$ cat config.mk
export PLATFORM = sky130hd
export DESIGN_NAME = fpud_isqrt
export DESIGN_NICKNAME = d
export VERILOG_FILES = /design/src/fpud_pkg.sv /design/src/fpud_isqrt.sv
export SDC_FILE = /design/constraint.sdc
export NUM_CORES = 2
export LEC_CHECK = 0
export BUFFER_PORTS_ARGS = -buffer_cell sky130_fd_sc_hd__buf_2
export CORE_MARGIN = 2
export CORE_UTILIZATION = 40
export CTS_CLUSTER_SIZE = 28
export DETAILED_ROUTE_END_ITERATION = 16
export GPL_TIMING_DRIVEN = 0
export SLEW_MARGIN = 20
export SYNTH_ARGS = -nofsm -noshare
export SYNTH_HDL_FRONTEND = slang
export SYNTH_SLANG_ARGS = --single-unit
$ cat constraint.sdc
create_clock -name clk_i -period 7.7 [get_ports clk_i]
set_input_delay 0.77 -clock clk_i [delete_from_list [all_inputs] [get_ports clk_i]]
set_output_delay 0.77 -clock clk_i [all_outputs]
set_load 0.1 [all_outputs]
$ cat src/fpud_pkg.sv
package fpud_pkg;

  localparam int COORD_W   = 16;
  localparam int CFG_IDX_W = 3;
  localparam int OUT_W     = 21;
  localparam int RAD_XBITS = 4;
  localparam int RS_W      = 21;
  localparam int R2_W      = 33;
  localparam int SQ_IN_W   = R2_W + 2 * RAD_XBITS;
  localparam int SQ_REM_W  = SQ_IN_W + 1;
  localparam int PROD_W    = COORD_W + RS_W;
  localparam int ANG_SHIFT = 3;
  localparam int ANUM_W    = PROD_W + ANG_SHIFT;
  localparam int ANG_W     = 23;
  localparam int CORD_STEPS = 23;
  localparam int CORD_W    = 28;
  localparam int Z_W       = 25;
  localparam int CV_W      = 25;
  localparam int FY_W      = COORD_W + CV_W;
  localparam int FL_W      = 21;
  localparam int FH_W      = FY_W - FL_W;
  localparam int DEN_W     = CV_W + RS_W;
  localparam int MAG_W     = COORD_W + RAD_XBITS;
  localparam int NUM_W     = 62;
  localparam int Q_W       = 21;
  localparam int CMP_W     = DEN_W + Q_W;

  localparam logic [ANG_W-1:0]  ANGLE_LIMIT = 23'd5898240;
  localparam logic [CORD_W-1:0] CORDIC_ONE  = 28'd16777216;
  localparam logic [OUT_W-1:0]  OUT_MAX     = 21'h0FFFFF;
  localparam logic [OUT_W-1:0]  OUT_MIN     = 21'h100000;

  localparam logic [COORD_W-1:0] CX_RST = 16'd12288;
  localparam logic [COORD_W-1:0] CY_RST = 16'd8192;
  localparam logic [COORD_W-1:0] FA_RST = 16'd46080;
  localparam logic [COORD_W-1:0] IR_RST = 16'd8192;
  localparam logic [COORD_W-1:0] FL_RST = 16'd7840;

  typedef enum logic [1:0] {
    KIND_CALC,
    KIND_PASS,
    KIND_ZERO,
    KIND_SAT
  } kind_e;

  typedef enum logic [CFG_IDX_W-1:0] {
    CFG_ENABLE,
    CFG_CENTER_X,
    CFG_CENTER_Y,
    CFG_FIELD_ANGLE,
    CFG_IMAGE_RADIUS,
    CFG_FOCAL_LENGTH
  } cfg_idx_e;

  typedef struct packed {
    kind_e                   kind;
    logic signed [COORD_W:0] xn;
    logic signed [COORD_W:0] yn;
    logic [RS_W-1:0]         rs;
  } side_t;

  // atan(2^-i) in degrees, Q.16
  function automatic logic [Z_W-1:0] atan_q16(input int unsigned i);
    logic [Z_W-1:0] v;
    case (i)
      0:  v = 25'd2949120;
      1:  v = 25'd1740967;
      2:  v = 25'd919879;
      3:  v = 25'd466945;
      4:  v = 25'd234379;
      5:  v = 25'd117304;
      6:  v = 25'd58666;
      7:  v = 25'd29335;
      8:  v = 25'd14668;
      9:  v = 25'd7334;
      10: v = 25'd3667;
      11: v = 25'd1833;
      12: v = 25'd917;
      13: v = 25'd458;
      14: v = 25'd229;
      15: v = 25'd115;
      16: v = 25'd57;
      17: v = 25'd29;
      18: v = 25'd14;
      19: v = 25'd7;
      20: v = 25'd4;
      21: v = 25'd2;
      22: v = 25'd1;
      default: v = '0;
    endcase
    return v;
  endfunction

  function automatic logic [OUT_W-1:0] sat_field(input logic signed [COORD_W:0] c);
    logic [OUT_W-1:0] v;
    if (c > 0) begin
      v = OUT_MAX;
    end else if (c < 0) begin
      v = OUT_MIN;
    end else begin
      v = '0;
    end
    return v;
  endfunction

  // {overflow, value}
  function automatic logic [OUT_W:0] clamp_field(input logic neg, input logic big,
                                                 input logic [Q_W-1:0] q);
    logic [OUT_W:0] r;
    if (!neg) begin
      if (big || q > OUT_MAX) begin
        r = {1'b1, OUT_MAX};
      end else begin
        r = {1'b0, q};
      end
    end else begin
      if (big || q > OUT_MIN) begin
        r = {1'b1, OUT_MIN};
      end else begin
        r = {1'b0, Q_W'(0) - q};
      end
    end
    return r;
  endfunction

endpackage

$ cat src/fpud_isqrt.sv
module fpud_isqrt (
  input  logic                          clk_i,
  input  logic                          rst_ni,
  input  logic                          en_i,
  input  logic                          valid_i,
  input  fpud_pkg::side_t               side_i,
  input  logic [fpud_pkg::SQ_IN_W-1:0]  v_i,
  output logic                          valid_o,
  output fpud_pkg::side_t               side_o,
  output logic [fpud_pkg::RS_W-1:0]     root_o
);
  import fpud_pkg::*;

  logic                valid_q [RS_W];
  side_t               side_q  [RS_W];
  logic [SQ_REM_W-1:0] rem_q   [RS_W];
  logic [RS_W-1:0]     root_q  [RS_W];

  // one root bit per stage, MSB first
  for (genvar s = 0; s < RS_W; s++) begin : g_st
    localparam int B = RS_W - 1 - s;
    logic                valid_in;
    side_t               side_in;
    logic [SQ_REM_W-1:0] rem_in;
    logic [RS_W-1:0]     root_in;
    logic [SQ_REM_W-1:0] trial;

    if (s == 0) begin : g_first
      assign valid_in = valid_i;
      assign side_in  = side_i;
      assign rem_in   = SQ_REM_W'(v_i);
      assign root_in  = '0;
    end else begin : g_next
      assign valid_in = valid_q[s-1];
      assign side_in  = side_q[s-1];
      assign rem_in   = rem_q[s-1];
      assign root_in  = root_q[s-1];
    end

    assign trial = (SQ_REM_W'(root_in) << (B + 1)) + (SQ_REM_W'(1) << (2 * B));

    always_ff @(posedge clk_i or negedge rst_ni) begin
      if (!rst_ni) begin
        valid_q[s] <= 1'b0;
      end else if (en_i) begin
        valid_q[s] <= valid_in;
      end
    end

    always_ff @(posedge clk_i) begin
      if (en_i) begin
        side_q[s] <= side_in;
        if (rem_in >= trial) begin
          rem_q[s]  <= rem_in - trial;
          root_q[s] <= root_in | (RS_W'(1) << B);
        end else begin
          rem_q[s]  <= rem_in;
          root_q[s] <= root_in;
        end
      end
    end
  end

  assign valid_o = valid_q[RS_W-1];
  assign side_o  = side_q[RS_W-1];
  assign root_o  = root_q[RS_W-1];

endmodule

==> results.ini <==
[routing]
drc_errors=0
drt-total-wl_mm=148
drt_iter0_drc=2579
num_vias=42214
postRouteAntennaNets=0
drt-wirelength-per-cell_um=16.9
drtPass1Iterations=7
viasPerCell=4.82

[global_routing]
grt_max_degree=146
overflow=0
antenna_found_initial=4
grt.total_usage=0.132
grt_pass1_wl_mm=232
grt_pass1_vias=43103

[synth]
syn_avg_cell_area_um2=16.8
synth_top_area_share=0.781
ys_ff_latch=2289
yosysTopAreaCell=edfxtp_1
synth.area.top_cells=edfxtp_1 (78%), ha_1 (3.6%), xor2_1 (2.1%), xnor2_1 (1.5%), nand2_1 (1.3%)
syn_inst=5191
synth_flop_cell=edfxtp_1
synth_warnings=0
synthesis.area_um2=87200
ys_seq_area_frac=0.787
synth_cell_types=79
synth_edf_count=2268
async_flop_share=0.00917
syn_nets=5541

[clock_network]
numCtsBuffers=233
cts_sinks=2289
root_buffer=clkbuf_16
clkTransAtPathRegs_ps=60
post_cts_resized=0
clock_latency_ps=880
cts_tree=done
postCtsSetupBuffers=0
h-tree-depth=4
clk_path_buf_depth=3
ctsHoldBuffers=71

[final_layout]
fillers=18484
fin_nets=6048
mostFrequentLayoutCells=edfxtp_1 (2268), nand2_1 (310), inv_1 (293)
areaGrowthSynthToFinish_pct=15.5
regArea_um2=68600
stdcell_area_um2=101000
multi_input_area_um2=17200
final_common_cell=edfxtp_1
drive_gt1_frac=0.110

[hold_path]
min_path_type=primary input to flip-flop

[placement]
dp_hpwl_mm=103
numPortBuffers=180
place_congestion=0.876
placed_area_um2=92300

[die]
die_x_um=471
initial_core_util=0.402
dieArea_um2=222000
rows=171
core_area_um2=217000
io_pins=181
die_y_um=471

[critical_path]
cp.arrival_ps=6160
crit_fanout=132
start_kind=primary input
critPathCaptureType=flip-flop
cp_data_required_time_ps=8360
path_class=primary input to flip-flop

[timing]
setup_viol=0
finClkSkew_ps=82.0
tightest_slew_ps=1090
fin_crit_sh=0.714
fin_crit_ps=5500
fin_setup_tns_ps=0
hold_viol_final=0
fmax_mhz=182
max_slew_margin=0.272
rsz0062_at_grt=no
report.final.slew_viol_count=0

[run]
drv_cap=0

[pwr]
leakage_nw=36.2
power.density_nw_per_um2=295
ir_drop_uv=262

[status]
run_status=completed

[cell type report]
type,count,share of cell area
multi-input combinational,2526,0.171
antenna,4,0.0000994
clock inverter,155,0.0173
buffer,82,0.00391
sequential,2289,0.681
timing repair buffer,272,0.0209
tap,2854,0.0354
clock buffer,275,0.0594
inverter,294,0.0110
[layer usage]
layer,vias up,global-route usage,wire (µm)
li1,20857,-,-
met1,20339,0.147,58400
met2,677,0.243,77900
met3,341,0.0226,4660
met4,0,0.0649,6590
met5,-,0,0
[critical path: stages]
cell and delay [ps]:
buf_12 270, buf_16 370, buf_16 480, buf_16 440, clkbuf_2 550, buf_16 230, nand4b_1 130, a311oi_1 430
and3_1 240, a21boi_0 520, clkbuf_1 500, clkbuf_1 440, nand2_1 130, o21ai_0 130
[final timing paths]
| kind | start | to | slack (ps) | depth (start not counted) |
|---|---|---|---|---|
| max | en_i | rem_q[4][102] | 2200 | 14 |
| min | v_i[30] | rem_q[0][30] | 120 | 1 |
| max reg2reg | root_q[17][3] | rem_q[4][102] | 3220 | 12 |
| min reg2reg | side_q[0][181] | side_q[0][238] | 360 | 0 |
| max in group asynchronous | rst_ni | g_st[11].valid_in | 7000 | 2 |
| min in group asynchronous | rst_ni | g_st[1].valid_in | 380 | 2 |
[registers in the layout, indices dropped and copies added, names as in the netlist]
name / count
root_q: 231
side_q: 1197
valid_o: 1
rem_q: 840
g_st.valid_in: 20
[Yosys cell counts (6+ instances only)]
cell	count
nor2b_1	40
o21ai_0	228
o21bai_1	9
ha_1	248
a21o_1	73
nand4b_1	11
nand3b_1	12
o31ai_1	19
dfrtp_1	21
nand3_1	59
a211o_1	9
and4_1	10
clkbuf_1	74
a21oi_1	188
edfxtp_1	2268
a31oi_1	12
or4_1	30
and3_1	15
or3_1	41
nor3_1	115
nand4_1	44
xnor2_1	146
nor4b_1	19
inv_1	293
mux2i_1	11
a211oi_1	17
nand2_1	310
nor4_1	139
o41ai_1	7
and2_1	14
o2111ai_1	6
nand2b_1	58
nor3b_1	9
o211ai_1	20
a21boi_0	12
or2_2	17
nor2_1	209
xor2_1	206
mux2_2	46
o21a_1	43
[report_power, final]
group / switching [W] / leakage, nW / internal (W)
Clock: 0.00463 / 3.72 / 0.00648
Combinational: 0.00182 / 10.2 / 0.00114
Sequential: 0.000564 / 22.2 / 0.0150
[cells by family (layout without fill, tap and decap cells)]
| group | count (synthesis) | in the layout | synth area share |
|---|---|---|---|
| compound gates | 694 | 694 | 0.0488 |
| xor+xnor | 352 | 352 | 0.0353 |
| other cells | 0 | 4 | 0 |
| flops | 2289 | 2289 | 0.787 |
| buf+inv | 376 | 1078 | 0.0165 |
| fa+ha+maj | 248 | 248 | 0.0356 |
| mux | 57 | 57 | 0.00720 |
| simple gates | 1175 | 1175 | 0.0700 |
[through the flow]
stage	total power, W	hold slack [ps]	util	cells	setup slack (ps)
2_1_floorplan	0.0178	400	-	5191	4000
3_3_place_gp	0.0190	400	0.423	8225	-19150
3_5_place_dp	0.0188	405	0.425	8246	1150
4_1_cts	0.0301	1.92	0.464	8747	2110
5_1_grt	0.0310	44.6	0.464	8750	1800
6_report	0.0297	121	0.464	8751	2200
Power figures use the tool's default switching activity.
