==> src/fpud_pkg.sv <==
package fpud_pkg;

  localparam int COORD_W   = 16;
  localparam int CFG_IDX_W = 3;
  localparam int OUT_W     = 21;
  localparam int RAD_XBITS = 4;
  localparam int RS_W      = 21;
  localparam int R2_W      = 33;
  localparam int SQ_IN_W   = R2_W + 2 * RAD_XBITS;
  localparam int SQ_REM_W  = SQ_IN_W + 1;
  localparam int PROD_W    = COORD_W + RS_W;
  localparam int ANG_SHIFT = 3;
  localparam int ANUM_W    = PROD_W + ANG_SHIFT;
  localparam int ANG_W     = 23;
  localparam int CORD_STEPS = 23;
  localparam int CORD_W    = 28;
  localparam int Z_W       = 25;
  localparam int CV_W      = 25;
  localparam int FY_W      = COORD_W + CV_W;
  localparam int FL_W      = 21;
  localparam int FH_W      = FY_W - FL_W;
  localparam int DEN_W     = CV_W + RS_W;
  localparam int MAG_W     = COORD_W + RAD_XBITS;
  localparam int NUM_W     = 62;
  localparam int Q_W       = 21;
  localparam int CMP_W     = DEN_W + Q_W;

  localparam logic [ANG_W-1:0]  ANGLE_LIMIT = 23'd5898240;
  localparam logic [CORD_W-1:0] CORDIC_ONE  = 28'd16777216;
  localparam logic [OUT_W-1:0]  OUT_MAX     = 21'h0FFFFF;
  localparam logic [OUT_W-1:0]  OUT_MIN     = 21'h100000;

  localparam logic [COORD_W-1:0] CX_RST = 16'd12288;
  localparam logic [COORD_W-1:0] CY_RST = 16'd8192;
  localparam logic [COORD_W-1:0] FA_RST = 16'd46080;
  localparam logic [COORD_W-1:0] IR_RST = 16'd8192;
  localparam logic [COORD_W-1:0] FL_RST = 16'd7840;

  typedef enum logic [1:0] {
    KIND_CALC,
    KIND_PASS,
    KIND_ZERO,
    KIND_SAT
  } kind_e;

  typedef enum logic [CFG_IDX_W-1:0] {
    CFG_ENABLE,
    CFG_CENTER_X,
    CFG_CENTER_Y,
    CFG_FIELD_ANGLE,
    CFG_IMAGE_RADIUS,
    CFG_FOCAL_LENGTH
  } cfg_idx_e;

  typedef struct packed {
    kind_e                   kind;
    logic signed [COORD_W:0] xn;
    logic signed [COORD_W:0] yn;
    logic [RS_W-1:0]         rs;
  } side_t;

  // atan(2^-i) in degrees, Q.16
  function automatic logic [Z_W-1:0] atan_q16(input int unsigned i);
    logic [Z_W-1:0] v;
    case (i)
      0:  v = 25'd2949120;
      1:  v = 25'd1740967;
      2:  v = 25'd919879;
      3:  v = 25'd466945;
      4:  v = 25'd234379;
      5:  v = 25'd117304;
      6:  v = 25'd58666;
      7:  v = 25'd29335;
      8:  v = 25'd14668;
      9:  v = 25'd7334;
      10: v = 25'd3667;
      11: v = 25'd1833;
      12: v = 25'd917;
      13: v = 25'd458;
      14: v = 25'd229;
      15: v = 25'd115;
      16: v = 25'd57;
      17: v = 25'd29;
      18: v = 25'd14;
      19: v = 25'd7;
      20: v = 25'd4;
      21: v = 25'd2;
      22: v = 25'd1;
      default: v = '0;
    endcase
    return v;
  endfunction

  function automatic logic [OUT_W-1:0] sat_field(input logic signed [COORD_W:0] c);
    logic [OUT_W-1:0] v;
    if (c > 0) begin
      v = OUT_MAX;
    end else if (c < 0) begin
      v = OUT_MIN;
    end else begin
      v = '0;
    end
    return v;
  endfunction

  // {overflow, value}
  function automatic logic [OUT_W:0] clamp_field(input logic neg, input logic big,
                                                 input logic [Q_W-1:0] q);
    logic [OUT_W:0] r;
    if (!neg) begin
      if (big || q > OUT_MAX) begin
        r = {1'b1, OUT_MAX};
      end else begin
        r = {1'b0, q};
      end
    end else begin
      if (big || q > OUT_MIN) begin
        r = {1'b1, OUT_MIN};
      end else begin
        r = {1'b0, Q_W'(0) - q};
      end
    end
    return r;
  endfunction

endpackage

==> src/fpud_angdiv.sv <==
module fpud_angdiv (
  input  logic                          clk_i,
  input  logic                          rst_ni,
  input  logic                          en_i,
  input  logic                          valid_i,
  input  fpud_pkg::side_t               side_i,
  input  logic [fpud_pkg::ANUM_W-1:0]   num_i,
  input  logic [fpud_pkg::COORD_W-1:0]  den_i,
  output logic                          valid_o,
  output fpud_pkg::side_t               side_o,
  output logic [fpud_pkg::ANG_W-1:0]    quo_o,
  output logic                          big_o
);
  import fpud_pkg::*;

  logic              valid_q [ANG_W];
  side_t             side_q  [ANG_W];
  logic [ANUM_W-1:0] rem_q   [ANG_W];
  logic [ANG_W-1:0]  quo_q   [ANG_W];
  logic              big_q   [ANG_W];

  // restoring division, one quotient bit per stage
  for (genvar s = 0; s < ANG_W; s++) begin : g_st
    localparam int B = ANG_W - 1 - s;
    logic              valid_in;
    side_t             side_in;
    logic [ANUM_W-1:0] rem_in;
    logic [ANG_W-1:0]  quo_in;
    logic              big_in;
    logic [ANUM_W-1:0] trial;

    if (s == 0) begin : g_first
      assign valid_in = valid_i;
      assign side_in  = side_i;
      assign rem_in   = num_i;
      assign quo_in   = '0;
      assign big_in   = num_i >= (ANUM_W'(den_i) << ANG_W);
    end else begin : g_next
      assign valid_in = valid_q[s-1];
      assign side_in  = side_q[s-1];
      assign rem_in   = rem_q[s-1];
      assign quo_in   = quo_q[s-1];
      assign big_in   = big_q[s-1];
    end

    assign trial = ANUM_W'(den_i) << B;

    always_ff @(posedge clk_i or negedge rst_ni) begin
      if (!rst_ni) begin
        valid_q[s] <= 1'b0;
      end else if (en_i) begin
        valid_q[s] <= valid_in;
      end
    end

    always_ff @(posedge clk_i) begin
      if (en_i) begin
        side_q[s] <= side_in;
        big_q[s]  <= big_in;
        if (rem_in >= trial) begin
          rem_q[s] <= rem_in - trial;
          quo_q[s] <= quo_in | (ANG_W'(1) << B);
        end else begin
          rem_q[s] <= rem_in;
          quo_q[s] <= quo_in;
        end
      end
    end
  end

  assign valid_o = valid_q[ANG_W-1];
  assign side_o  = side_q[ANG_W-1];
  assign quo_o   = quo_q[ANG_W-1];
  assign big_o   = big_q[ANG_W-1];

endmodule

==> config.mk <==
export PLATFORM = sky130hd
export DESIGN_NAME = fpud_angdiv
export DESIGN_NICKNAME = d
export VERILOG_FILES = /design/src/fpud_pkg.sv /design/src/fpud_angdiv.sv
export SDC_FILE = /design/constraint.sdc
export NUM_CORES = 2
export LEC_CHECK = 0
export BUFFER_PORTS_ARGS = -buffer_cell sky130_fd_sc_hd__clkbuf_2
export CELL_PAD_IN_SITES_DETAIL_PLACEMENT = 2
export CELL_PAD_IN_SITES_GLOBAL_PLACEMENT = 2
export CORE_ASPECT_RATIO = 1.5
export CORE_MARGIN = 5
export CORE_UTILIZATION = 30
export CTS_CLUSTER_DIAMETER = 30
export CTS_CLUSTER_SIZE = 30
export DETAILED_ROUTE_END_ITERATION = 16
export GPL_TIMING_DRIVEN = 0
export PLACE_DENSITY = 0.56
export SLEW_MARGIN = 30
export SYNTH_ARGS = -nofsm -noshare
export SYNTH_HDL_FRONTEND = slang
export SYNTH_SLANG_ARGS = --single-unit
==> constraint.sdc <==
create_clock -name clk_i -period 4.1 [get_ports clk_i]
set_clock_uncertainty 0.1 [all_clocks]
set_input_delay 0.82 -clock clk_i [delete_from_list [all_inputs] [get_ports clk_i]]
set_output_delay 0.82 -clock clk_i [all_outputs]
set_load 0.01 [all_outputs]
==> summary.txt <==
Route
  • Initial DRC count: 2184
  • DRT Wirelength: 280 mm
  • Routed length per instance: 22.6 um
  • Routed vias/inst: 4.73
  • Drt first pass iters: 4
  • DRC viols: 0
  • Via Count: 58700
  • Final ANT Viol Nets: 0

Synthesis
  • Post-synthesis sequential area ratio: 0.732
  • Async set-reset flop share out of synthesis: 0.00915
  • Synth Register Bits: 2513
  • Synth top cells by count: edfxtp_1 (2490), nand2_1 (412), ha_1 (384)
  • Largest cells by area after synthesis: edfxtp_1 (73%), ha_1 (4.7%), xor2_1 (2.3%), xnor2_1 (2.2%), o21ai_0 (1.8%)
  • EDFF count, synth: 2490
  • Syn Inst Count: 6614
  • Synth cell types: 94
  • Syn_nets: 7137
  • Netlist Area Pre-Place: 103000 um2
  • Top-count cell post-synth: edfxtp_1
  • Avg Cell Area, Syn: 15.6 um2
  • Ys Warns: 0
  • Synth area leader: edfxtp_1
  • Synth top area share: 0.726
  • Top FF cell, synth: edfxtp_1

CTS
  • CTS H-tree depth: 5
  • Clock tree buffer depth: 4
  • Clk slew on worst S/H paths: 0.06 ns
  • TritonCTS clock tree: built
  • Sink Count: 2513
  • TritonCTS Buffers: 477
  • Clk root buf: clkbuf_16
  • Clk Latency, worst-skew pair: 1.01 ns

STA
  • Worst slew pin tran: 0.979 ns
  • Fmax: 0.247 GHz
  • Final Hold Viols: 0
  • Minimum clock period: 4.05 ns
  • Max-slew headroom: 0.342
  • Hold Slack: 0.125 ns
  • Fin. max-slew vios: 0
  • Final setup violation count: 0
  • Post-Route Setup TNS: 0 ns
  • Final worst path period share: 0.987
  • RSZ-0062 raised after global routing: no

GRT
  • Vias in the first global route: 67300
  • First-pass GRT wire length: 423 mm
  • Remaining Overflow, GRT: 0
  • Antenna violations before repair: 6
  • Tot GR Track Use: 0.156
  • Largest net degree at the start of global routing: 88

Critical path
  • WP buf/inv: 3
  • Critical Path RT: 4.61 ns
  • Slowest stage delay, CP: 0.57 ns
  • Flop2flop setup slack: 0.05 ns
  • Top Family by Delay on Critical Path: simple AND/OR/NAND/NOR gates
  • Critical Path AT: 4.55 ns
  • CP max FO: 10
  • Startpoint types: register
  • Critical path cell sequence: or2_2 -> or4b_1 -> buf_2 -> or4_1 -> a311oi_2 -> o221a_2 -> buf_2 -> buf_2 -> o21ai_0
  • Slowest-stage cell, CP: or4_1
  • Most frequent CP cell: buf_2
  • Crit. End Element: register
  • Critical path class: reg -> reg

Pwr
  • Peak VDD IR: 354 uV
  • Power, Total: 89900 uW
  • Leak: 0.0461 uW
  • PD cells: 695 nW/um2

Floorplanning
  • Die H: 727 um
  • Die area: 355000 um2
  • Starting Density: 0.301
  • Core area: 342000 um2
  • I/O pins: 199
  • Die X: 488 um
  • # rows: 263

Final layout
  • Share of layout cells above drive strength 1: 0.179
  • Finished Layout Cells: 12400
  • Post-layout utilization of the core: 0.378
  • Nets: 7991
  • Layout area overhead: 25.6%

Placement
  • Placed cell count: 11400
  • Port buffer count: 198
  • Hpwl dp: 201 mm
  • Final Wtd Congestion: 0.860

Run status
  • Run status: completed

Min path
  • Worst Hold Class: in -> reg

Run
  • Max_cap viols: 0
## layer usage
metal | vias to the layer above | GRT usage | share of wire
li1 | 27400 | - | -
met1 | 29700 | 0.151 | 0.34
met2 | 929 | 0.322 | 0.59
met3 | 558 | 0.0249 | 0.032
met4 | 2 | 0.0591 | 0.038
met5 | - | 0 | 0.000046
## cell families after synthesis
| kind of cell | count (synthesis) | share of synthesized area |
|---|---|---|
| fa+ha+maj | 406 | 0.0509 |
| buf+inv | 262 | 0.00988 |
| compound gates | 1183 | 0.0714 |
| xor+xnor | 528 | 0.0449 |
| mux | 93 | 0.0100 |
| simple gates | 1629 | 0.0810 |
| flops | 2513 | 0.732 |
## flip-flops by register name (all words and copies together), names as in the netlist
register,flops
valid_o,1
big_q,23
rem_q,880
side_q,1311
g_st.valid_in,22
quo_q,276
## cell type report
cell class                      instances  area [um2]
Clock buffer                          517       12200
Clock inverter                        374        3980
Timing Repair Buffer                  377        3620
Fill cell                           33900      213000
Antenna cell                            8        20.0
Tap cell                             4505        5640
Buffer                                116         622
Inverter                              144         586
Sequential cell                      2513       75300
Multi-Input combinational cell       3839       27400
## final timing paths
check / from / to / cells past startpoint
max: rem_q[2][138] / rem_q[2][176] / 9
min: side_i[50] / side_q[0][50] / 1
max reg2reg: rem_q[2][138] / rem_q[2][176] / 9
min reg2reg: side_q[0][361] / side_q[0][418] / 0
max in group asynchronous: rst_ni / g_st[3].valid_in / 2
min in group asynchronous: rst_ni / g_st[13].valid_in / 2
## where the power goes
group	total, uW	internal [uW]	leakage [uW]	switching [uW]
clock network	38900	25100	0.00779	13900
registers	34900	32700	0.0244	2150
logic	16100	6590	0.0139	9490
total	89900	64400	0.0461	25500
## timing repair
action,in CTS,in global routing
gates resized for setup,81,45
pin swaps,14,8
setup endpoints to repair,468,218
setup buffers,29,10
hold buffers,79,0
hold endpoints to repair,101,0
## through the flow
| step | worst slack (ns) | cell area (um2) |
|---|---|---|
| after floorplan | -0.0871 | 103000 |
| after global routing | 0.00448 | 129000 |
| after detailed placement | -2.26 | 112000 |
| after CTS | 0.00669 | 129000 |
| final | 0.0537 | 129000 |
| after global placement | -27.29 | 110000 |
## cells in the final DEF, fill, tap and decap left out, types with 146 or more instances in the layout
cell type | Yosys | layout
nor2_1 | 343 | 343
edfxtp_1 | 2490 | 2490
o21ai_0 | 366 | 355
clkbuf_16 | 0 | 480
a21o_1 | 147 | 147
nor3_1 | 151 | 146
xor2_1 | 274 | 271
a21oi_1 | 318 | 313
ha_1 | 384 | 378
xnor2_1 | 254 | 252
clkbuf_2 | 0 | 215
nand2_1 | 412 | 412
Note: power is estimated with default switching activity, not from simulation.
